## src/rtl/psd_pkg.sv

```systemverilog
// Shared types and constants for the polarization Stokes demosaic block.
package psd_pkg;

   localparam int unsigned PitchWidth  = 14;
   localparam int unsigned WidthWidth  = 11;
   localparam int unsigned HeightWidth = 13;
   localparam int unsigned HeightCap   = 4096;
   localparam int unsigned CountWidth  = 13;

   // Configuration register indexes.
   localparam logic [1:0] CSR_LINE_PITCH = 2'd0;
   localparam logic [1:0] CSR_OUT_WIDTH  = 2'd1;
   localparam logic [1:0] CSR_OUT_HEIGHT = 2'd2;

   // One classified superpixel handed from the front part to the back part.
   typedef struct packed {
      logic [7:0] i0;
      logic [7:0] i45;
      logic [7:0] i90;
      logic [7:0] i135;
      logic       last;
   } pix_type;

   // Result of the back part.
   typedef struct packed {
      logic [7:0] i0;
      logic [7:0] i45;
      logic [7:0] i90;
      logic [7:0] i135;
      logic [7:0] s0;
      logic [7:0] s1;
      logic [7:0] s2;
      logic [7:0] dolp;
      logic       last;
   } res_type;

   typedef enum logic [1:0] {
      ST_IDLE,
      ST_ROOT,
      ST_DIV,
      ST_DONE
   } back_state_type;

endpackage

```

## src/rtl/psd_queue.sv

```systemverilog
// Short queue between the front and back parts.
module psd_queue (
   input  logic             clock,
   input  logic             reset,
   input  logic             wr_valid,
   output logic             wr_ready,
   input  psd_pkg::pix_type wr_data,
   output logic             rd_valid,
   input  logic             rd_ready,
   output psd_pkg::pix_type rd_data
);
   psd_pkg::pix_type mem_ff [4];
   logic [1:0] wp_ff, rp_ff;
   logic [2:0] cnt_ff, cnt_in;
   logic       push, pop;

   assign wr_ready = cnt_ff != 3'd4;
   assign rd_valid = cnt_ff != 3'd0;
   assign push     = wr_valid && wr_ready;
   assign pop      = rd_valid && rd_ready;
   assign rd_data  = mem_ff[rp_ff];

   always_comb begin
      cnt_in = cnt_ff;
      if (push && !pop) cnt_in = cnt_ff + 3'd1;
      if (pop && !push) cnt_in = cnt_ff - 3'd1;
   end

   always_ff @(posedge clock) begin
      if (reset) begin
         wp_ff  <= '0;
         rp_ff  <= '0;
         cnt_ff <= '0;
      end else begin
         cnt_ff <= cnt_in;
         if (push) wp_ff <= wp_ff + 2'd1;
         if (pop)  rp_ff <= rp_ff + 2'd1;
      end
   end

   always_ff @(posedge clock) begin
      if (push) mem_ff[wp_ff] <= wr_data;
   end

`ifndef SYNTHESIS
   a_cnt_max: assert property (@(posedge clock) disable iff (reset) cnt_ff <= 3'd4)
      else $error("queue count overflow");
   a_no_over: assert property (@(posedge clock) disable iff (reset)
      cnt_ff == 3'd4 && !pop |=> cnt_ff == 3'd4)
      else $error("full queue lost an entry");
   a_ptr: assert property (@(posedge clock) disable iff (reset)
      (cnt_ff == 3'd0 || cnt_ff == 3'd4) |-> wp_ff == rp_ff)
      else $error("queue pointers disagree with count");
`endif
endmodule

```

## config.mk

```make
export PLATFORM = sky130hd
export DESIGN_NAME = psd_queue
export DESIGN_NICKNAME = d
export VERILOG_FILES = /design/src/rtl/psd_pkg.sv /design/src/rtl/psd_queue.sv
export SDC_FILE = /design/constraint.sdc
export NUM_CORES = 1
export LEC_CHECK = 0
export ABC_CLOCK_PERIOD_IN_PS = 3520
export BUFFER_PORTS_ARGS = -buffer_cell sky130_fd_sc_hd__buf_2
export CAP_MARGIN = 20
export CORE_MARGIN = 2
export CORE_UTILIZATION = 30
export DETAILED_ROUTE_END_ITERATION = 8
export GPL_ROUTABILITY_DRIVEN = 0
export HOLD_SLACK_MARGIN = 0.02
export PLACE_DENSITY_LB_ADDON = 0.3
export REMOVE_ABC_BUFFERS = 1
export SLEW_MARGIN = 40
export SYNTH_ARGS = -nofsm -noshare
export SYNTH_HDL_FRONTEND = slang
export SYNTH_SLANG_ARGS = --single-unit
```

## constraint.sdc

```tcl
create_clock -name clock -period 3.52 [get_ports clock]
set_input_delay 0.176 -clock clock [delete_from_list [all_inputs] [get_ports clock]]
set_output_delay 0.176 -clock clock [all_outputs]
set_load 0.01 [all_outputs]
```

* Word-level counts from Yosys, hierarchy flattened
Memory sizes are Yosys's and may differ from the RTL's. A register that Yosys moved wholly into a read port is not among the register bits.
Index checks and enable logic that the tools add are counted.
** Word-level totals
- RAM bits :: 132
- Input port bits :: 37
- Output and inout bits :: 35
- Word-level logic and storage cells :: 23
- Memories kept :: 1
- Bits in registers :: 7
** Cells by class
- Multiplexer cells :: 6
- Add/sub/neg operators :: 4
- Reduce and logical (&&, ||, !) cells :: 8
- Equal/unequal tests :: 1
** Memory list
- mem_ff :: depth 4, width 33, rd ports 1, clocked after memory_dff 1, write ports 1, RTL line psd_queue.sv:12 : psd_pkg::pix_type mem_ff [4];
** Operator list (count)
- 2-to-1 mux 3 bit :: 2
- adder 2 x 1 -> 2 bit, second input constant :: 2
- logical AND 1 bit :: 4
- 2-to-1 mux 2 bit :: 2
- adder 3 x 1 -> 3 bit, second input constant :: 1
- inequality test 3 bit, second input constant :: 1
- nonzero test 3 bit :: 1
- subtractor 3 x 1 -> 3 bit, second input constant :: 1
- zero test 1 bit :: 2
- 2-to-1 mux 1 bit :: 2
- nonzero test 2 bit :: 1

* Logic depth before layout (Yosys ltp)
- Depth in word-level cells :: 6
- Depth in mapped cells :: 9
- Mapped depth without buffers :: 9

* Worst setup path before layout
OpenSTA, ideal clock, no wires.
- Kind :: register to register
- From :: register cnt_ff[0]
- To :: memory mem_ff[0][0] (netlist bit), enable pin
- Setup time :: 0.393 ns
- Data arrival time :: 1.567 ns
- Cell stages (with the launch flop) :: 4
- Required time :: 3.127 ns
- Path buffers :: 0
- Setup slack :: 1.560 ns
- Clock period less this slack :: 1.960 ns
- Cells stage by stage :: dfxtp_1 -> nor2_1 -> a21boi_2 -> and2_1
** On the way
- Longest elaborated chain between the ends :: 4
** RTL lines
- from (decl) :: RTL line psd_queue.sv:14 : logic [2:0] cnt_ff, cnt_in;
- from (signal assigned) :: RTL line psd_queue.sv:35 : cnt_ff <= cnt_in;
- inequality test 3 bit :: RTL line psd_queue.sv:17 : assign wr_ready = cnt_ff != 3'd4;
- logical AND 1 bit :: RTL line psd_queue.sv:19 : assign push = wr_valid && wr_ready;
- 2-to-1 mux 1 bit :: RTL line psd_queue.sv:42 : if (push) mem_ff[wp_ff] <= wr_data;
- 2-to-1 mux 1 bit (not written as such) :: RTL line psd_queue.sv:42
- to (decl) :: RTL line psd_queue.sv:12
No other way between the ends.

==> load_flow_metrics.sql <==
INSERT INTO impl_metrics (metric_group, metric, value, unit) VALUES
('critical_path', 'r2r_setup_slack', '1470', 'ps'),
('layout', 'area.sequential', '4150', 'sq um'),
('clock_network', 'number_of_setup_buffers_added_after_cts', '0', ''),
('layout', 'fin_nets', '383', ''),
('synth', 'synth_top_area_share', '75.0', '%'),
('sta', 'timing.final.crit_share', '61.5', '%'),
('critical_path', 'worst_r2r_path_depth', '9', ''),
('drt', 'num_vias', '2519', ''),
('min_path', 'min_path_cells', '2', ''),
('place', 'dp_hpwl', '5.83', 'mm'),
('min_path', 'timing.hold.worst.class', 'in2reg', ''),
('drt', 'topRoutingLayerUsed', 'met4', ''),
('synth', 'yosysWarningCount', '0', ''),
('sta', 'max_slew_violations', '0', ''),
('layout', 'final_cell_mix', 'sky130_fd_sc_hd__edfxtp_1, sky130_fd_sc_hd__buf_2, sky130_fd_sc_hd__dlygate4sd3_1', ''),
('layout', 'layout.cells.most_common', 'sky130_fd_sc_hd__edfxtp_1', ''),
('floorplanning', 'die_height', '137', 'um'),
('synth', 'synth_fa_ha_area_share', '1.56', '%'),
('sta', 'worst_slew_slack_as_a_fraction_of_its_limit', '63.6', '%'),
('sta', 'clock.fmax', '0.462', 'GHz'),
('drt', 'met3WireLength', '428', 'um'),
('critical_path', 'worstReg2RegStart', 'cnt_ff[1]', ''),
('clock_network', 'numCtsBuffers', '17', ''),
('drt', 'routed-wl-met2', '4.93', 'mm'),
('synth', 'synth-main-ff-cell', 'sky130_fd_sc_hd__edfxtp_1', ''),
('sta', 'hold_viol', '0', ''),
('synth', 'synthMuxAreaShare', '14.7', '%'),
('critical_path', 'cp_max_fo', '19', ''),
('grt', 'grt_start_max_net_pins', '34', ''),
('synth', 'post_synth_num_cell_types', '25', ''),
('layout', 'multi_input_gate_area', '1030', 'sq um'),
('clock_network', 'cts.root.buffer_cell', 'sky130_fd_sc_hd__clkbuf_16', ''),
('drt', 'ant_nets', '0', ''),
('critical_path', 'worstPathRequired', '3340', 'ps'),
('synth', 'synthesized_area_fraction_occupied_by_and_or_nand_nor_cells', '1.66', '%'),
('layout', 'antennaDiodeCount', '0', ''),
('clock_network', 'clock_insertion_delay_worst_skew', '410', 'ps'),
('floorplanning', 'dieArea', '18700', 'sq um'),
('power_and_ir_drop', 'static-leakage-power', '2.28', 'nW'),
('floorplanning', 'dieWidth', '137', 'um'),
('sta', 'fin_crit', '2170', 'ps'),
('critical_path', 'worstSetupPathType', 'reg2out', ''),
('floorplanning', 'boundaryPins', '72', ''),
('grt', 'first_global_vias', '2790', ''),
('synth', 'synth_seq_area_share', '78.4', '%'),
('status', 'run_status', 'complete, no violations', ''),
('power_and_ir_drop', 'vdd_drop_max', '0.000305', 'V'),
('sta', 'setup_viol', '0', ''),
('layout', 'final_cell_count_without_fillers', '577', ''),
('place', 'number_of_instances_in_the_placed_design', '513', ''),
('synth', 'average_size_of_a_mapped_cell', '23.5', 'sq um'),
('clock_network', 'cts_tree', 'built', ''),
('power_and_ir_drop', 'design_power_total', '4.64', 'mW'),
('critical_path', 'timing.critical_path.arrival', '1990', 'ps'),
('clock_network', 'clock_sink_count', '141', ''),
('floorplanning', 'core-area', '17200', 'sq um'),
('grt', 'grt_first_pass_wirelength', '15.2', 'mm'),
('sta', 'timing.hold.ws', '54.0', 'ps'),
('synth', 'synthArstFlopShare', '0', '%'),
('critical_path', 'timing.rr.end', 'cnt_ff[2]', ''),
('drt', 'post-route-drc-count', '0', ''),
('sta', 'worst_pin_slew', '546', 'ps'),
('clock_network', 'htreeDepth', '4', ''),
('layout', 'share_of_post_route_cells_with_drive_strength_above_1', '38.1', '%'),
('synth', 'syn_inst', '225', ''),
('power_and_ir_drop', 'power.density_cell_area', '695', 'nW/um^2'),
('place', 'port-buffer-count', '71', ''),
('floorplanning', 'placement_rows', '48', ''),
('synth', 'synth_top_cell_by_area', 'sky130_fd_sc_hd__edfxtp_1', ''),
('synth', 'synth-compound-area-share', '0.829', '%'),
('place', 'dpl_cell_area', '5860', 'sq um');
critical path, stage by stage (launching register included):
cell and delay, ps:
sky130_fd_sc_hd__dfxtp_4 620, sky130_fd_sc_hd__buf_12 240, sky130_fd_sc_hd__mux4_2 550, sky130_fd_sc_hd__buf_2 160
flip-flops by register name, summed over array words and instances (netlist names), named ones only:
register	count
mem_ff	132
wp_ff	2
cnt_ff	3
rp_ff	2
power breakdown:
group / internal, mW / switching (mW) / total [mW]
logic: 0.522 / 0.473 / 0.994
clock network: 0.865 / 0.610 / 1.47
registers: 2.03 / 0.142 / 2.17
timing repair:
action | 4_1_cts | 5_1_grt
gates resized for setup | 0 | 0
endpoints found under the hold margin | 132 | 0
hold buffers | 33 | 0
synth_stat cells (3+ instances only):
library cell	n
sky130_fd_sc_hd__inv_1	6
sky130_fd_sc_hd__mux4_2	30
sky130_fd_sc_hd__nor2_1	9
sky130_fd_sc_hd__and2_1	4
sky130_fd_sc_hd__mux4_1	3
sky130_fd_sc_hd__xor2_1	3
sky130_fd_sc_hd__edfxtp_1	132
sky130_fd_sc_hd__ha_1	5
sky130_fd_sc_hd__buf_12	3
sky130_fd_sc_hd__buf_2	3
sky130_fd_sc_hd__dfxtp_1	9
per-stage QoR:
stage               utilization, %  setup WS [ps]
floorplan                        -           1140
global placement              34.0           1430
detailed placement            34.0           1470
CTS                           38.8           1030
global route                  38.8           1220
finish                        38.8           1350
per-layer routing:
layer  vias to the layer above  GRT usage, %
met2                        52          18.8
met4                         0          5.38
met3                        15          3.85
li1                       1157             -
met1                      1295          13.9
met5                         -             0
worst max path at each step:
stage | start | endpoint | slack [ps] | cells past startpoint
floorplan | flop | rd_data[18] | 1140 | 1
global placement | cnt_ff[0] | mem_ff[1][23] | 1430 | 3
detailed placement | cnt_ff[1] | cnt_ff[2] | 1470 | 9
CTS | flop | rd_data[20] | 1030 | 3
global route | flop | rd_data[20] | 1220 | 3
finish | flop | rd_data[20] | 1350 | 3
cell type report:
cell class	instances	share of cell area, %
well taps	225	4.21
clock inverters	14	0.917
inverters	6	0.337
multi-input cells	69	15.5
flip-flops and latches	141	62.1
clock buffers	17	6.37
repair buffers	105	10.6
cell families (layout without fill, tap and decap cells):
kind of cell,Yosys count,count (layout)
simple gates,18,18
flops,141,141
fa+ha+maj,6,6
mux,35,35
buf+inv,15,142
compound gates,6,6
xor+xnor,4,4
Note: power is estimated with default switching activity, not from simulation.
