<file path="config.mk">
export PLATFORM = sky130hd
export DESIGN_NAME = psd_back
export DESIGN_NICKNAME = d
export VERILOG_FILES = /design/src/rtl/psd_pkg.sv /design/src/rtl/psd_back.sv
export SDC_FILE = /design/constraint.sdc
export NUM_CORES = 1
export LEC_CHECK = 0
export BUFFER_PORTS_ARGS = -buffer_cell sky130_fd_sc_hd__buf_2
export CAP_MARGIN = 10
export CORE_UTILIZATION = 30
export DETAILED_ROUTE_END_ITERATION = 8
export HOLD_SLACK_MARGIN = 0.03
export PLACE_DENSITY = 0.5
export SYNTH_ARGS = -nofsm -noshare
export SYNTH_HDL_FRONTEND = slang
export SYNTH_SLANG_ARGS = --single-unit
export TNS_END_PERCENT = 50
</file>
<file path="constraint.sdc">
create_clock -name clock -period 12.45 [get_ports clock]
set_clock_uncertainty 0.15 [all_clocks]
set_input_delay 0.6225 -clock clock [delete_from_list [all_inputs] [get_ports clock]]
set_output_delay 0.6225 -clock clock [all_outputs]
set_load 0.1 [all_outputs]
</file>
<file path="src/rtl/psd_pkg.sv">
// Shared types and constants for the polarization Stokes demosaic block.
package psd_pkg;

   localparam int unsigned PitchWidth  = 14;
   localparam int unsigned WidthWidth  = 11;
   localparam int unsigned HeightWidth = 13;
   localparam int unsigned HeightCap   = 4096;
   localparam int unsigned CountWidth  = 13;

   // Configuration register indexes.
   localparam logic [1:0] CSR_LINE_PITCH = 2'd0;
   localparam logic [1:0] CSR_OUT_WIDTH  = 2'd1;
   localparam logic [1:0] CSR_OUT_HEIGHT = 2'd2;

   // One classified superpixel handed from the front part to the back part.
   typedef struct packed {
      logic [7:0] i0;
      logic [7:0] i45;
      logic [7:0] i90;
      logic [7:0] i135;
      logic       last;
   } pix_type;

   // Result of the back part.
   typedef struct packed {
      logic [7:0] i0;
      logic [7:0] i45;
      logic [7:0] i90;
      logic [7:0] i135;
      logic [7:0] s0;
      logic [7:0] s1;
      logic [7:0] s2;
      logic [7:0] dolp;
      logic       last;
   } res_type;

   typedef enum logic [1:0] {
      ST_IDLE,
      ST_ROOT,
      ST_DIV,
      ST_DONE
   } back_state_type;

endpackage

</file>
<file path="src/rtl/psd_back.sv">
// Back part: Stokes terms, iterative square root and divider for DoLP.
module psd_back (
   input  logic             clock,
   input  logic             reset,
   input  logic             pix_valid,
   output logic             pix_ready,
   input  psd_pkg::pix_type pix,
   output logic             res_valid,
   input  logic             res_ready,
   output psd_pkg::res_type res
);
   psd_pkg::back_state_type st_ff, st_in;

   psd_pkg::pix_type cur_ff;
   logic [7:0]  s0_ff, s1_ff, s2_ff;
   logic [33:0] rem_ff, rem_in;     // square root remainder
   logic [16:0] root_ff, root_in;
   logic [4:0]  step_ff, step_in;
   logic [16:0] num_ff, num_in;     // divider remainder
   logic [16:0] quo_ff, quo_in;
   logic        load, load_root, load_div;

   logic [8:0]  d1a, d2a;
   logic [17:0] sq;
   logic [9:0]  sum4;
   logic [7:0]  s0_c, den;
   logic [8:0]  h1, h2;

   assign pix_ready = (st_ff == psd_pkg::ST_IDLE);
   assign load      = pix_valid && pix_ready;

   always_comb begin
      sum4 = 10'(pix.i0) + 10'(pix.i45) + 10'(pix.i90) + 10'(pix.i135);
      s0_c = sum4[9] ? 8'd255 : sum4[8:1];
      h1   = 9'((10'(pix.i0) + 10'd256 - 10'(pix.i90)) >> 1);
      h2   = 9'((10'(pix.i45) + 10'd256 - 10'(pix.i135)) >> 1);
      d1a  = pix.i0 >= pix.i90 ? 9'(pix.i0 - pix.i90) : 9'(pix.i90 - pix.i0);
      d2a  = pix.i45 >= pix.i135 ? 9'(pix.i45 - pix.i135) : 9'(pix.i135 - pix.i45);
      sq   = (18'(d1a) * 18'(d1a)) + (18'(d2a) * 18'(d2a));
      den  = s0_ff == 8'd0 ? 8'd1 : s0_ff;
   end

   // Square root works two radicand bits per cycle, the divider one bit.
   logic [35:0] rad_ff;
   logic [35:0] rad_in;
   logic [18:0] rt_try;
   logic [18:0] rrem;

   always_comb begin
      st_in   = st_ff;
      rem_in  = rem_ff;
      root_in = root_ff;
      step_in = step_ff;
      num_in  = num_ff;
      quo_in  = quo_ff;
      rad_in  = rad_ff;
      rrem    = '0;
      rt_try  = '0;
      load_root = 1'b0;
      load_div  = 1'b0;
      case (st_ff)
         psd_pkg::ST_IDLE: begin
            if (load) begin
               load_root = 1'b1;
               st_in   = psd_pkg::ST_ROOT;
               rad_in  = 36'(sq) * 36'd65025;
               rem_in  = '0;
               root_in = '0;
               step_in = 5'd17;
            end
         end
         psd_pkg::ST_ROOT: begin
            rrem   = {rem_ff[16:0], rad_ff[35:34]};
            rt_try = {root_ff, 2'b01};
            if (rrem >= rt_try) begin
               rem_in  = 34'(rrem - rt_try);
               root_in = {root_ff[15:0], 1'b1};
            end else begin
               rem_in  = 34'(rrem);
               root_in = {root_ff[15:0], 1'b0};
            end
            rad_in  = rad_ff << 2;
            step_in = step_ff - 5'd1;
            if (step_ff == 5'd0) begin
               load_div = 1'b1;
               st_in    = psd_pkg::ST_DIV;
               num_in   = '0;
               quo_in   = '0;
               step_in  = 5'd17;
            end
         end
         psd_pkg::ST_DIV: begin
            // Root bits are shifted out of root_ff from the top.
            if ({num_ff[15:0], root_ff[16]} >= 17'(den)) begin
               num_in = {num_ff[15:0], root_ff[16]} - 17'(den);
               quo_in = {quo_ff[15:0], 1'b1};
            end else begin
               num_in = {num_ff[15:0], root_ff[16]};
               quo_in = {quo_ff[15:0], 1'b0};
            end
            root_in = root_ff << 1;
            step_in = step_ff - 5'd1;
            if (step_ff == 5'd1) st_in = psd_pkg::ST_DONE;
         end
         psd_pkg::ST_DONE: begin
            if (!res_valid || res_ready) st_in = psd_pkg::ST_IDLE;
         end
         default: st_in = psd_pkg::ST_IDLE;
      endcase
   end

   always_ff @(posedge clock) begin
      if (reset) st_ff <= psd_pkg::ST_IDLE;
      else       st_ff <= st_in;
   end

   always_ff @(posedge clock) begin
      rem_ff  <= rem_in;
      root_ff <= root_in;
      step_ff <= step_in;
      num_ff  <= num_in;
      quo_ff  <= quo_in;
      rad_ff  <= rad_in;
      if (load) begin
         cur_ff <= pix;
         s0_ff  <= s0_c;
         s1_ff  <= h1[8] ? 8'd255 : h1[7:0];
         s2_ff  <= h2[8] ? 8'd255 : h2[7:0];
      end
   end

   // Output register; the next item computes while a result waits.
   logic        out_valid_ff;
   psd_pkg::res_type out_ff;
   logic        fin;
   assign fin = (st_ff == psd_pkg::ST_DONE) && (!out_valid_ff || res_ready);

   always_ff @(posedge clock) begin
      if (reset) out_valid_ff <= 1'b0;
      else if (fin) out_valid_ff <= 1'b1;
      else if (res_ready) out_valid_ff <= 1'b0;
   end

   always_ff @(posedge clock) begin
      if (fin) begin
         out_ff.i0   <= cur_ff.i0;
         out_ff.i45  <= cur_ff.i45;
         out_ff.i90  <= cur_ff.i90;
         out_ff.i135 <= cur_ff.i135;
         out_ff.s0   <= s0_ff;
         out_ff.s1   <= s1_ff;
         out_ff.s2   <= s2_ff;
         out_ff.dolp <= quo_ff > 17'd255 ? 8'd255 : quo_ff[7:0];
         out_ff.last <= cur_ff.last;
      end
   end

   assign res_valid = out_valid_ff;
   assign res       = out_ff;

`ifndef SYNTHESIS
   a_ready_idle: assert property (@(posedge clock) disable iff (reset)
      load |=> st_ff == psd_pkg::ST_ROOT)
      else $error("accepted superpixel did not start the root");
   a_div_start: assert property (@(posedge clock) disable iff (reset)
      load_div |=> st_ff == psd_pkg::ST_DIV && num_ff == '0)
      else $error("divider not cleared at start");
   a_out_hold: assert property (@(posedge clock) disable iff (reset)
      res_valid && !res_ready |=> res_valid && $stable(out_ff))
      else $error("stalled result changed");
   a_root_start: assert property (@(posedge clock) disable iff (reset)
      load_root |=> step_ff == 5'd17 && root_ff == '0)
      else $error("square root not cleared at start");
`endif
endmodule

</file>
=== After elaboration in Yosys (flattened, before gate mapping) ===
Index checks and enable logic that the tools add are counted.

* Add/subtract/negate cells: 15
* Multiply operators: 3
* Divide/modulo/power cells: 0
* Order comparisons: 5
* Eq/ne operators: 8
* Shift operators: 0
* Muxes and demuxes: 26
* Bitwise gates (word level): 0
* Reductions and logical operators: 15

{| class="wikitable"
|+ Operator list
! operator !! count
|-
| 36-bit one-hot mux with 2 select lines || 1
|-
| 17-bit two-way mux || 4
|-
| 17-bit one-hot mux with 2 select lines || 2
|-
| 17-bit one-hot mux with 3 select lines || 1
|-
| 9-bit by 9-bit multiplier with 18-bit output || 2
|-
| 36-bit two-way mux || 1
|-
| 8-bit by 8-bit subtractor with 9-bit output || 4
|-
| 18-bit by 16-bit multiplier with 34-bit output, second input constant || 1
|-
| 16-bit one-hot mux with 2 select lines || 1
|-
| 8-bit by 9-bit adder with 10-bit output, second input constant || 2
|-
| 10-bit by 8-bit subtractor with 10-bit output || 2
|-
| 19-bit greater-or-equal comparator || 1
|-
| 18-bit adder || 1
|-
| 9-bit two-way mux || 2
|-
| 17-bit by 8-bit greater-or-equal comparator with 1-bit output || 1
|-
| 17-bit by 8-bit > comparator with 1-bit output, second input constant || 1
|-
| 17-bit subtractor || 1
|-
| 8-bit greater-or-equal comparator || 2
|-
| 16-bit two-way mux || 1
|-
| 16-bit by 8-bit subtractor with 16-bit output || 1
|-
| 5-bit one-hot mux with 3 select lines || 1
|-
| 10-bit by 8-bit adder with 10-bit output || 1
|-
| 9-bit by 8-bit adder with 10-bit output || 1
|-
| 5-bit two-way mux || 2
|-
| 21 further kinds || 35
|}

* Bits in registers: 233
* Bits in latches: 0
* RAM bits: 0
* ROM bits: 0
* Output and inout bits: 67
* Memories: 0

=== Depth between registers and ports, before layout ===
Gate-level depths: netlist (run 1).

* Word-level depth: 7
* Mapped depth: 49
* Gate-level depth less buffers: 48

=== Least setup slack after synthesis (run 1) ===
OpenSTA, ideal clock, no wires.

* Kind: input port to flip-flop
* From: input pix[4] (netlist name)
* To: register rad_ff[33] (data pin)
* Library setup time: 0.268 ns
* Data arrival time: 11.857 ns
* Required time: 12.032 ns
* Slack: 0.175 ns
* Stages on the path: 46
* Buffers on the path: 1
* Cells stage by stage: inv_1 -> ha_1 -> buf_6 -> and2_4 -> a221oi_4 -> nand3_4 -> a31oi_4 -> mux2i_1 -> xnor2_2 -> inv_2 -> nand2b_1 -> fa_1 -> inv_1 -> fa_1 -> inv_1 -> fa_1 -> inv_1 -> fa_1 -> [10 not listed] -> fa_1 -> inv_1 -> fa_1 -> fa_1 -> inv_1 -> fa_1 -> inv_1 -> ha_1 -> ha_1 -> ha_1 -> and3_1 -> and2_1 -> a21oi_1 -> o22ai_1 -> o311a_1 -> o31ai_1 -> and3_1 -> o31ai_1

* Word-level cells in the longest chain between the ends: 7

{| class="wikitable"
|+ RTL lines
! what !! line !! source
|-
| from (decl) || psd_back.sv:7 || <nowiki>input psd_pkg::pix_type pix,</nowiki>
|-
| 8-bit by 8-bit subtractor with 9-bit output / 8-bit greater-or-equal comparator (equally long branches) || psd_back.sv:38 || <nowiki>d2a = pix.i45 >= pix.i135 ? 9'(pix.i45 - pix.i135) : 9'(pix.i135 - pix.i45);</nowiki>
|-
| 9-bit two-way mux * || psd_back.sv:38 ||
|-
| 9-bit by 9-bit multiplier with 18-bit output * || psd_back.sv:39 || <nowiki>sq = (18'(d1a) * 18'(d1a)) + (18'(d2a) * 18'(d2a));</nowiki>
|-
| 18-bit adder * || psd_back.sv:39 ||
|-
| 18-bit by 16-bit multiplier with 34-bit output * || psd_back.sv:66 || <nowiki>rad_in = 36'(sq) * 36'd65025;</nowiki>
|-
| 36-bit two-way mux * || psd_back.sv:63 || <nowiki>if (load) begin</nowiki>
|-
| 36-bit one-hot mux with 2 select lines * || psd_back.sv:61 || <nowiki>case (st_ff)</nowiki>
|-
| via rad_in[33] || psd_back.sv:45 || <nowiki>logic [35:0] rad_in;</nowiki>
|-
| to (signal assigned) || psd_back.sv:123 || <nowiki>rad_ff <= rad_in;</nowiki>
|-
| to (decl) || psd_back.sv:44 || <nowiki>logic [35:0] rad_ff;</nowiki>
|}

The timed path passes the listed nets; every way through them passes the cells marked *. The select of a mux whose other input is x is not followed.
A chain may end at the register's enable or synchronous reset.

=== Final worst setup path (run 1) ===
Ends and elaborated chain as after synthesis.

==> summary.md, run 1 <==
| Metric | Value |
|---|---|
| CTS H-tree depth | 1 |
| Vias | 14100 |
| WP buf/inv | 8 |
| CTS clock-pin slew for the worst setup and hold paths | around 0.06 ns |
| Area Growth Syn to Fin | 17.1% |
| CP peak stage delay | 0.55 ns |
| Post-synth EDFFs | between 200 and 250 |
| RSZ-0062 raised after global routing | false |
| CP startpoint kind | input port |
| Worst setup path end | rad_ff[33]$_DFFE_PP_ |
| Setup_tns | 0 ns |
| Die W | 264 um |
| Routed length per instance | about 15 um |
| ANT cells | 0 |
| First-pass GRT wire length | ~76000 um |
| Placed cell count | roughly 3000 |
| I/O Buffers | 103 |
| Die area | approximately 70000 um2 |
| FF-to-FF path depth | 12 |
| Cts bufs inserted | 29 |
| Worst r2r src | s0_ff[5]$_SDFFCE_PP1P_ |
| Sink Count | ~230 |
| Syn_nets | ~2400 |
| Synth cell types | just over 80 |
| Synth Register Bits | between 200 and 250 |
| Site Rows | 95 |
| Final Slew Violations | 0 |
| Top delay family on crit path | adder cells |
| Post-Route Utilization | a little over a third |
| Fillers | a little under 7000 |
| Worst-margin pin slew | roughly 1.1 ns |
| R2r setup slk | about 9 ns |
| Commonest non-fill, non-tap cells in the layout | inv_1 (356), ha_1 (236), edfxtp_1 (230) |
| Hold Path Stages | 1 |
| Core area | between 60000 and 70000 um2 |
| Avg Inst Size Synth | ~11 um2 |
| Crit share post-route | a little over nine tenths |
| Post-CTS Hold Buffers | 0 |
| TritonCTS clock tree | done |
| Initial Util | a little under a third |
| CP arrival | approximately 12 ns |
| Initial antenna violation count | 2 |
| Critical setup path kind | input port to flop |
| Gate Count Post-Synth | 1927 |
| Vias in the first global route | around 15000 |
| Most common cell after layout, fill and taps aside | inv_1 |
| Vias per cell | approximately 4.6 |
| Root Buffer | clkbuf_16 |
| Synth Flop Type | edfxtp_1 |
| Worst EP required | 12.56 ns |
| Final nets | roughly 2600 |
| Number of hold violations in the final report | 0 |
| Setup crit start | pix[4] |
| Post-Route WL | between 40000 and 50000 um |
| # DRC | 0 |
| Final setup violation count | 0 |
| Crit-path max FO | 5 |
| Grt total ovfl | 0 |
| Most used cell, CP | ha_1 |
| # IOs | roughly 100 |
| Largest net degree at the start of global routing | around 90 |
| Post-route ant nets | 0 |
| DRT iter0 DRCs | slightly above 800 |
| Fraction of layout cells with a size suffix above 1 | between 10% and 20% |
| Worst path depth | between 40 and 50 |
| Slew headroom | ~28% |
| Die Height | 264 um |
| Hpwl dp | approximately 37000 um |
| Seq/Total Area, Yosys | between 30% and 40% |
| Fmax | ~84 MHz |
| Final GP Congestion | approximately 0.86 |
| Crit path max-delay cell type | fa_1 |
| GRT Util Overall | between 10% and 20% |
| Crit path time final | approximately 12 ns |
| Synth Cell Area | 20600 um2 |
| Yosys synthesis warning count | 0 |
| Hold Crit Class | input port to flop |
| Reg2reg end | num_ff[1]$_SDFFCE_PN0P_ |
| Pre-antenna DRT Iters | 5 |
| Asr flop ratio synth | 0% |
| Worst-skew pair later-pin latency | 0.56 ns |
| Max Cap Viol | 0 |
| Status | complete, no violations |
| Clock Path Buffers | 3 |
| Worst setup EP type | flop |
| Final cell count without fillers | roughly 3100 |
## metal layers
layer / global-route usage, % / wire length (um) / vias to the layer above
li1: - / - / 6962
met1: 18.9 / 22700 / 6951
met2: 21.8 / 21600 / 166
met3: 1.29 / 1190 / 48
met4: 2.83 / 765 / 0
met5: 0 / 0 / -
## cells by family (layout without fill, tap and decap cells)
group | count (synthesis) | in the layout | share of synthesized area (%)
AO/OA/AOI/OAI | 308 | 308 | 10.1
XOR/XNOR | 110 | 110 | 5.01
adder cells (fa/ha/maj) | 411 | 411 | 31.3
buffers and inverters | 399 | 662 | 7.50
flip-flops | 233 | 233 | 33.8
multiplexers | 33 | 33 | 1.66
AND/OR/NAND/NOR | 433 | 433 | 10.6
## worst register-to-register path, cell delays in order (launching register included)
cell and delay [ns]:
edfxtp_1 0.45, nor4_1 0.31, a41o_1 0.23, ha_1 0.19
nor2b_1 0.05, o21ai_0 0.25, a21boi_0 0.17, o21ai_0 0.27
a21oi_1 0.16, o21ai_0 0.61, buf_4 0.28, nand2_1 0.07
a211oi_1 0.25
## cell type report
type / count / area [um2] / area share (%)
tap: 873 / 1090 / 4.53
multi-input combinational: 1295 / 12200 / 50.4
sequential: 233 / 6970 / 28.9
timing repair buffer: 250 / 1640 / 6.79
clock inverter: 21 / 199 / 0.824
inverter: 359 / 1350 / 5.58
clock buffer: 32 / 737 / 3.05
## stage by stage
step | hold slack, ns | worst slack [ns] | cell area, um2
final | 0.0851 | 0.522 | 24100
after detailed placement | 0.255 | -0.120 | 23100
after CTS | 0.0562 | 0.448 | 24100
after floorplan | 0.250 | 0.175 | 20600
after global placement | 0.251 | -0.0110 | 23100
after global routing | 0.0683 | 0.00344 | 24100
## how the worst min path moves through the flow
| stage | from | endpoint | slack, ns |
|---|---|---|---|
| after global placement | s1_ff[0]$_DFFE_PP_ | res[17]$_DFFE_PP_ | 0.25 |
| after floorplan | cur_ff[0]$_DFFE_PP_ | res[0]$_DFFE_PP_ | 0.25 |
| after detailed placement | cur_ff[10]$_DFFE_PP_ | res[42]$_DFFE_PP_ | 0.25 |
| final | pix[0] | cur_ff[0]$_DFFE_PP_ | 0.09 |
| after global routing | pix[0] | cur_ff[0]$_DFFE_PP_ | 0.07 |
| after CTS | pix[0] | cur_ff[0]$_DFFE_PP_ | 0.06 |
## flip-flops by register name, summed over array words and instances, names as in the netlist
signal,flops
res,65
rad_ff,36
cur_ff,33
quo_ff,17
rem_ff,17
root_ff,17
num_ff,16
s0_ff,8
s1_ff,8
s2_ff,8
step_ff,5
st_ff,2
res_valid,1
## cell usage after synthesis (5+ instances only)
cell / instances / area (um2)
inv_1: 356 / 1340
ha_1: 238 / 2980
edfxtp_1: 230 / 6910
fa_1: 173 / 3460
nor2_1: 108 / 405
nand2_1: 94 / 353
a21oi_1: 80 / 400
xnor2_1: 62 / 543
o21ai_0: 60 / 300
a21o_1: 49 / 368
and2_1: 48 / 300
xor2_1: 40 / 350
nor2b_1: 36 / 225
nor3_1: 31 / 155
mux2i_1: 24 / 240
or2_2: 24 / 150
clkbuf_1: 23 / 86.3
nand2b_1: 23 / 144
nand3_1: 15 / 75.1
o21a_1: 12 / 90.1
and3_1: 11 / 68.8
o211ai_1: 11 / 82.6
o31ai_1: 11 / 82.6
nor4_1: 10 / 62.6
o21bai_1: 10 / 75.1
a211oi_1: 9 / 67.6
a31oi_1: 9 / 56.3
buf_2: 9 / 45.0
mux2_2: 8 / 90.1
nand4_1: 8 / 50.1
or3_1: 8 / 50.1
xnor2_2: 6 / 97.6
o211a_1: 5 / 50.1
o22ai_1: 5 / 31.3
## repair_timing
| action | CTS | global route |
|---|---|---|
| gates resized for setup | 0 | 9 |
| setup endpoints to repair | 0 | 4 |
| setup buffers | 0 | 2 |
Power of run 1 is left out: the tool's default activity adds up to more than one toggle a clock period on the data nets, which glitch-free logic cannot reach.
==> inputs of run 2 (changes only) <==
Settings changed: CORE_UTILIZATION 30 to 57, PLACE_DENSITY 0.5 to 0.82, REMOVE_ABC_BUFFERS from default to 1.
==> run 2 against run 1 <==
Die area is 47% lower. Non-clock buffer count fell by 64. Sequential share of layout area rose by 1.3 points. Core utilization grew 29 points. Count of clock-buffer cells in the layout fell by 2. Worst setup slack got worse by 0.070 ns. Via count rose by 1.6%. Final area fell by 4.3%. Final cell count is 16% lower. Critical path depth is 1 higher. Worst hold slack improved by 0.033 ns. Largest cell class unchanged.
==> summary.md, run 2 (synthesized netlist as in run 1, its figures left out) <==
| Metric | Value |
|---|---|
| Hold Path Stages | 1 (unchanged) |
| Crit path time final | 12.00 ns (+0.0700 ns) |
| Final nets | 2547 (-2.6%) |
| DRT iter0 DRCs | 875 (+7.5%) |
| CP arrival | 12.09 ns (+0.05 ns) |
| Met3 GRT Util | 2.43% (+1.1 points) |
| Most common cell after layout, fill and taps aside | inv_1 |
| WP buf/inv | 11 (+3) |
| Fmax | 83.3 MHz (-0.58%) |
| Worst-skew pair later-pin latency | 0.54 ns (-0.02 ns) |
| Grt total ovfl | 0 (unchanged) |
| Final GP Congestion | 0.919 (+7.4%) |
| Vias per cell | 5.56 (+21%) |
| Largest net degree at the start of global routing | 91 (unchanged) |
| Hold Crit Start | pix[0] |
| ANT cells | 0 (unchanged) |
| Clock Path Buffers | 3 (unchanged) |
| Worst EP required | 12.54 ns (-0.02 ns) |
| Placed cell count | 2526 (-16%) |
| Post-Route WL | 43000 um (-7.0%) |
| Hpwl dp | 33900 um (-9.3%) |
| Final Slew Violations | 0 (unchanged) |
| Cts bufs inserted | 24 (-17%) |
| Die W | 192 um (-27%) |
| I/O Buffers | 103 (unchanged) |
| Slew headroom | 27.5% (-0.11 points) |
| Pre-antenna DRT Iters | 6 (+1) |
| Die area | 36900 um2 (-47%) |
| Initial antenna violation count | 0 (-2) |
| Final setup violation count | 0 (unchanged) |
| Hold Crit Class | input port to flop |
| Fraction of layout cells with a size suffix above 1 | 14.7% (-2.1 points) |
| Fin Hold WS | 0.118 ns (+0.0330 ns) |
| Global route hottest layer | met2 |
| Crit share post-route | 96.4% (+0.56 points) |
| CP peak stage delay | 0.55 ns (about the same) |
| First-pass GRT wire length | 69900 um (-8.5%) |
| FF-to-FF path depth | 12 (unchanged) |
| Max reg flops | 65 (unchanged) |
| # DRC | 0 (unchanged) |
| Commonest non-fill, non-tap cells in the layout | inv_1 (356), ha_1 (233), edfxtp_1 (230) |
| Site Rows | 69 (-27%) |
| Number of hold violations in the final report | 0 (unchanged) |
| Met1 usage | 31.5% (+13 points) |
| Core area | 35600 um2 (-47%) |
| Status | complete, no violations |
| Post-route ant nets | 0 (unchanged) |
| Setup_tns | 0 ns (unchanged) |
| Setup crit start | pix[1] |
| Crit path max-delay cell type | fa_1 |
| Crit-path max FO | 4 (-1) |
| Worst r2r src | s0_ff[5]$_SDFFCE_PP1P_ |
| GRT Util Overall | 23.5% (+10 points) |
| Critical setup path kind | input port to flop |
| Met2 usage | 40.4% (+19 points) |
| Top delay family on crit path | adder cells |
| TritonCTS clock tree | done |
| Worst Hold Endpoint | cur_ff[0]$_DFFE_PP_ |
| Routed length per instance | 16.7 um (+11%) |
| Finished Cell Area | 23100 um2 (-4.3%) |
| Area Growth Syn to Fin | 12.1% |
| Max Cap Viol | 0 (unchanged) |
| Vias in the first global route | 14500 (-1.1%) |
| CP startpoint kind | input port |
| Vias | 14300 (+1.6%) |
| Final cell count without fillers | 2578 (-16%) |
| Worst setup EP type | flop |
| Die Height | 192 um (-27%) |
| # IOs | 104 (unchanged) |
| R2r setup slk | 8.75 ns (-0.08 ns) |
| CTS clock-pin slew for the worst setup and hold paths | 0.06 ns (about the same) |
| Worst-margin pin slew | 1.09 ns (+0.00285 ns) |
| Reg2reg end | num_ff[1]$_SDFFCE_PN0P_ |
| Fillers | 2682 (-60%) |
| Sink Count | 233 (unchanged) |
| Area after DPL | 22100 um2 (-4.5%) |
| CTS H-tree depth | 1 (unchanged) |
| Root Buffer | clkbuf_16 |
| Post-CTS Hold Buffers | 0 (unchanged) |
| Initial Util | 57.9% (+27 points) |
[run 2: cell count changes in the layout (fill, tap and decap cells not counted), moves of 3 or more]
| cell | before | now |
|---|---|---|
| a21oi_2 | 0 | 3 |
| clkinv_2 | 6 | 3 |
| clkbuf_16 | 29 | 24 |
| a21oi_1 | 79 | 76 |
| buf_4 | 145 | 82 |
| ha_1 | 236 | 233 |
[run 2: worst max path at each step]
stage                      endpoint  slack (ns)  cells past startpoint
2_1_floorplan  rad_ff[33]$_DFFE_PP_        0.09                     44
3_3_place_gp   rad_ff[33]$_DFFE_PP_        0.02                     44
3_5_place_dp   rad_ff[33]$_DFFE_PP_       -0.25                     44
4_1_cts        rad_ff[33]$_DFFE_PP_        0.26                     47
5_1_grt        rad_ff[33]$_DFFE_PP_       -0.05                     47
6_report       rad_ff[33]$_DFFE_PP_        0.45                     46
[run 2: repair_timing]
item                                    in CTS  in global routing
buffers inserted                             0                  8
gates resized for setup                      0                 30
hold endpoints to repair                     0                  0
endpoints found under the setup margin       0                 11
[run 2: per-layer routing]
layer | up-vias | part of all wire (%)
met5 | - | 0
met4 | 0 | 2.2
met3 | 81 | 4.8
met2 | 392 | 50
met1 | 7048 | 43
li1 | 6825 | -
[run 2: final cells by class]
cell class              instances  area (um2)  area share, %
clock buffers                  30         633           2.74
clock inverters                14         165          0.715
inverters                     359        1350           5.83
multi-input cells            1295       12300           53.1
flip-flops and latches        233        6970           30.2
well taps                     461         577           2.50
repair buffers                186        1140           4.94
[run 2: metrics by stage]
step / setup WS [ns] / util [%]
6_report: 0.452 / 65.0
4_1_cts: 0.258 / 64.3
2_1_floorplan: 0.0865 / -
3_5_place_dp: -0.245 / 62.1
5_1_grt: -0.0475 / 65.0
3_3_place_gp: 0.0180 / 62.1
Power of run 2 is left out for the same reason.
==> inputs of run 3 (changes only) <==
Settings changed: RECOVER_POWER from default to 100.
==> run 3 against run 2 <==
The run now ends with capacitance limit, slew limit left. Flip-flop and latch count unchanged. Critical endpoint unchanged. Routed wire length about the same. Core utilization fell by 0.51 points. Final area shrank 0.79%. Critical path depth unchanged. Register-to-register slack lost 0.76 ns.
==> summary.md, run 3 (synthesized netlist as in run 1, its figures left out) <==
| Metric | Value |
|---|---|
| Die W | 192 um (unchanged) |
| Post-route ant nets | 0 (unchanged) |
| TritonCTS clock tree | done |
| Pre-antenna DRT Iters | 5 (-1) |
| Commonest non-fill, non-tap cells in the layout | inv_1 (356), ha_1 (234), edfxtp_1 (230) |
| First-pass GRT wire length | 69900 um (unchanged) |
| Vias in the first global route | 14500 (unchanged) |
| Status | complete, but fails checks |
| Crit share post-route | 96.4% (about the same) |
| DRT iter0 DRCs | 847 (-3.2%) |
| Final setup violation count | 0 (unchanged) |
| CTS H-tree depth | 1 (unchanged) |
| CP startpoint kind | input port |
| CP arrival | 12.10 ns (about the same) |
| Most common cell after layout, fill and taps aside | inv_1 |
| Fmax | 83.3 MHz (about the same) |
| Max Cap Viol | 5 (+5) |
| Final nets | 2547 (unchanged) |
| Crit-path max FO | 4 (unchanged) |
| Worst-margin pin slew | 3.54 ns (+2.45 ns) |
| Area after DPL | 22100 um2 (unchanged) |
| Number of hold violations in the final report | 0 (unchanged) |
| Max reg flops | 65 (unchanged) |
| Storage element area | 6970 um2 (unchanged) |
| CP peak stage delay | 0.55 ns (about the same) |
| # IOs | 104 (unchanged) |
| Die area | 36900 um2 (unchanged) |
| Finished Cell Area | 22900 um2 (-0.79%) |
| Grt total ovfl | 0 (unchanged) |
| Setup_tns | 0 ns (unchanged) |
| GRT Util Overall | 23.5% (unchanged) |
| Clock Path Buffers | 3 (unchanged) |
| Critical setup path kind | input port to flop |
| Initial Util | 57.9% (unchanged) |
| I/O Buffers | 103 (unchanged) |
| Fillers | 2738 (+2.1%) |
| Post-Route Utilization | 64.4% (-0.51 points) |
| Final GP Congestion | 0.919 (unchanged) |
| Largest net degree at the start of global routing | 91 (unchanged) |
| Site Rows | 69 (unchanged) |
| WP buf/inv | 11 (unchanged) |
| Area Growth Syn to Fin | 11.2% |
| Slew headroom | -136% (-160 points) |
| Worst setup EP type | flop |
| Fraction of layout cells with a size suffix above 1 | 10.0% (-4.7 points) |
| CTS clock-pin slew for the worst setup and hold paths | 0.06 ns (about the same) |
| Crit path max-delay cell type | fa_1 |
| Multi-input gate area | 12200 um2 (-0.29%) |
| Top delay family on crit path | adder cells |
| Worst-skew pair later-pin latency | 0.54 ns (about the same) |
| Final Slew Violations | 235 (+235) |
| Post-Route WL | 43000 um (about the same) |
| ANT cells | 0 (unchanged) |
| Cts bufs inserted | 24 (unchanged) |
| Hpwl dp | 33900 um (unchanged) |
| Initial antenna violation count | 0 (unchanged) |
| Worst EP required | 12.54 ns (about the same) |
| Root Buffer | clkbuf_16 |
| Failing checks | capacitance limit, slew limit |
| Crit path time final | 12.01 ns (+0.0101 ns) |
| Vias per cell | 5.56 (-0.15%) |
| Die Height | 192 um (unchanged) |
| Routed length per instance | 16.7 um (about the same) |
| Vias | 14300 (-0.15%) |
| Hold Crit Class | input port to flop |
| Core area | 35600 um2 (unchanged) |
| Sink Count | 233 (unchanged) |
| # DRC | 0 (unchanged) |
==> run 3: changes by cell type in the layout (fill, tap and decap cells not counted), moves of 2 or more <==
cell	previous run	this run
a211oi_1	6	8
a211oi_2	5	3
and2_0	0	25
and2_1	47	22
buf_2	103	21
buf_4	82	70
clkbuf_1	5	99
==> run 3: final cells by class <==
| cell class | instances | area share (%) |
|---|---|---|
| clock buffers | 30 | 2.76 |
| clock inverters | 14 | 0.720 |
| inverters | 359 | 5.88 |
| multi-input cells | 1295 | 53.4 |
| flip-flops and latches | 233 | 30.4 |
| well taps | 461 | 2.52 |
| repair buffers | 186 | 4.34 |
==> run 3: per-stage QoR <==
| stage | hold WS [ns] | cells | worst slack (ns) |
|---|---|---|---|
| after global placement | 0.251 | 2526 | 0.0180 |
| after global routing | 0.112 | 2578 | -0.0470 |
| after CTS | 0.100 | 2570 | 0.258 |
| after floorplan | 0.250 | 1887 | 0.0865 |
| after detailed placement | 0.255 | 2526 | -0.245 |
| final | 0.118 | 2578 | 0.442 |
==> run 3: final timing paths <==
kind	start	to	slack, ns	cells past startpoint
max reg2reg	st_ff[0]$_SDFFE_PP0P_	num_ff[12]$_SDFFCE_PN0P_	7.99	4
max	pix[1]	rad_ff[33]$_DFFE_PP_	0.44	46
min reg2reg	s2_ff[3]$_DFFE_PP_	res[12]$_DFFE_PP_	0.27	0
min	pix[0]	cur_ff[0]$_DFFE_PP_	0.12	1
==> run 3: routing by layer <==
metal	global-route usage (%)	wire length (um)
met1	31.5	18500
met2	40.4	21300
met3	2.43	2180
met4	6.48	992
met5	0	0
==> run 3: repair_timing <==
| action | CTS | global route |
|---|---|---|
| endpoints found under the setup margin | 0 | 11 |
| gates resized for setup | 0 | 30 |
| buffers inserted | 0 | 8 |
| hold buffers | 0 | 0 |
| hold endpoints to repair | 0 | 0 |
Power of run 3 is left out for the same reason.
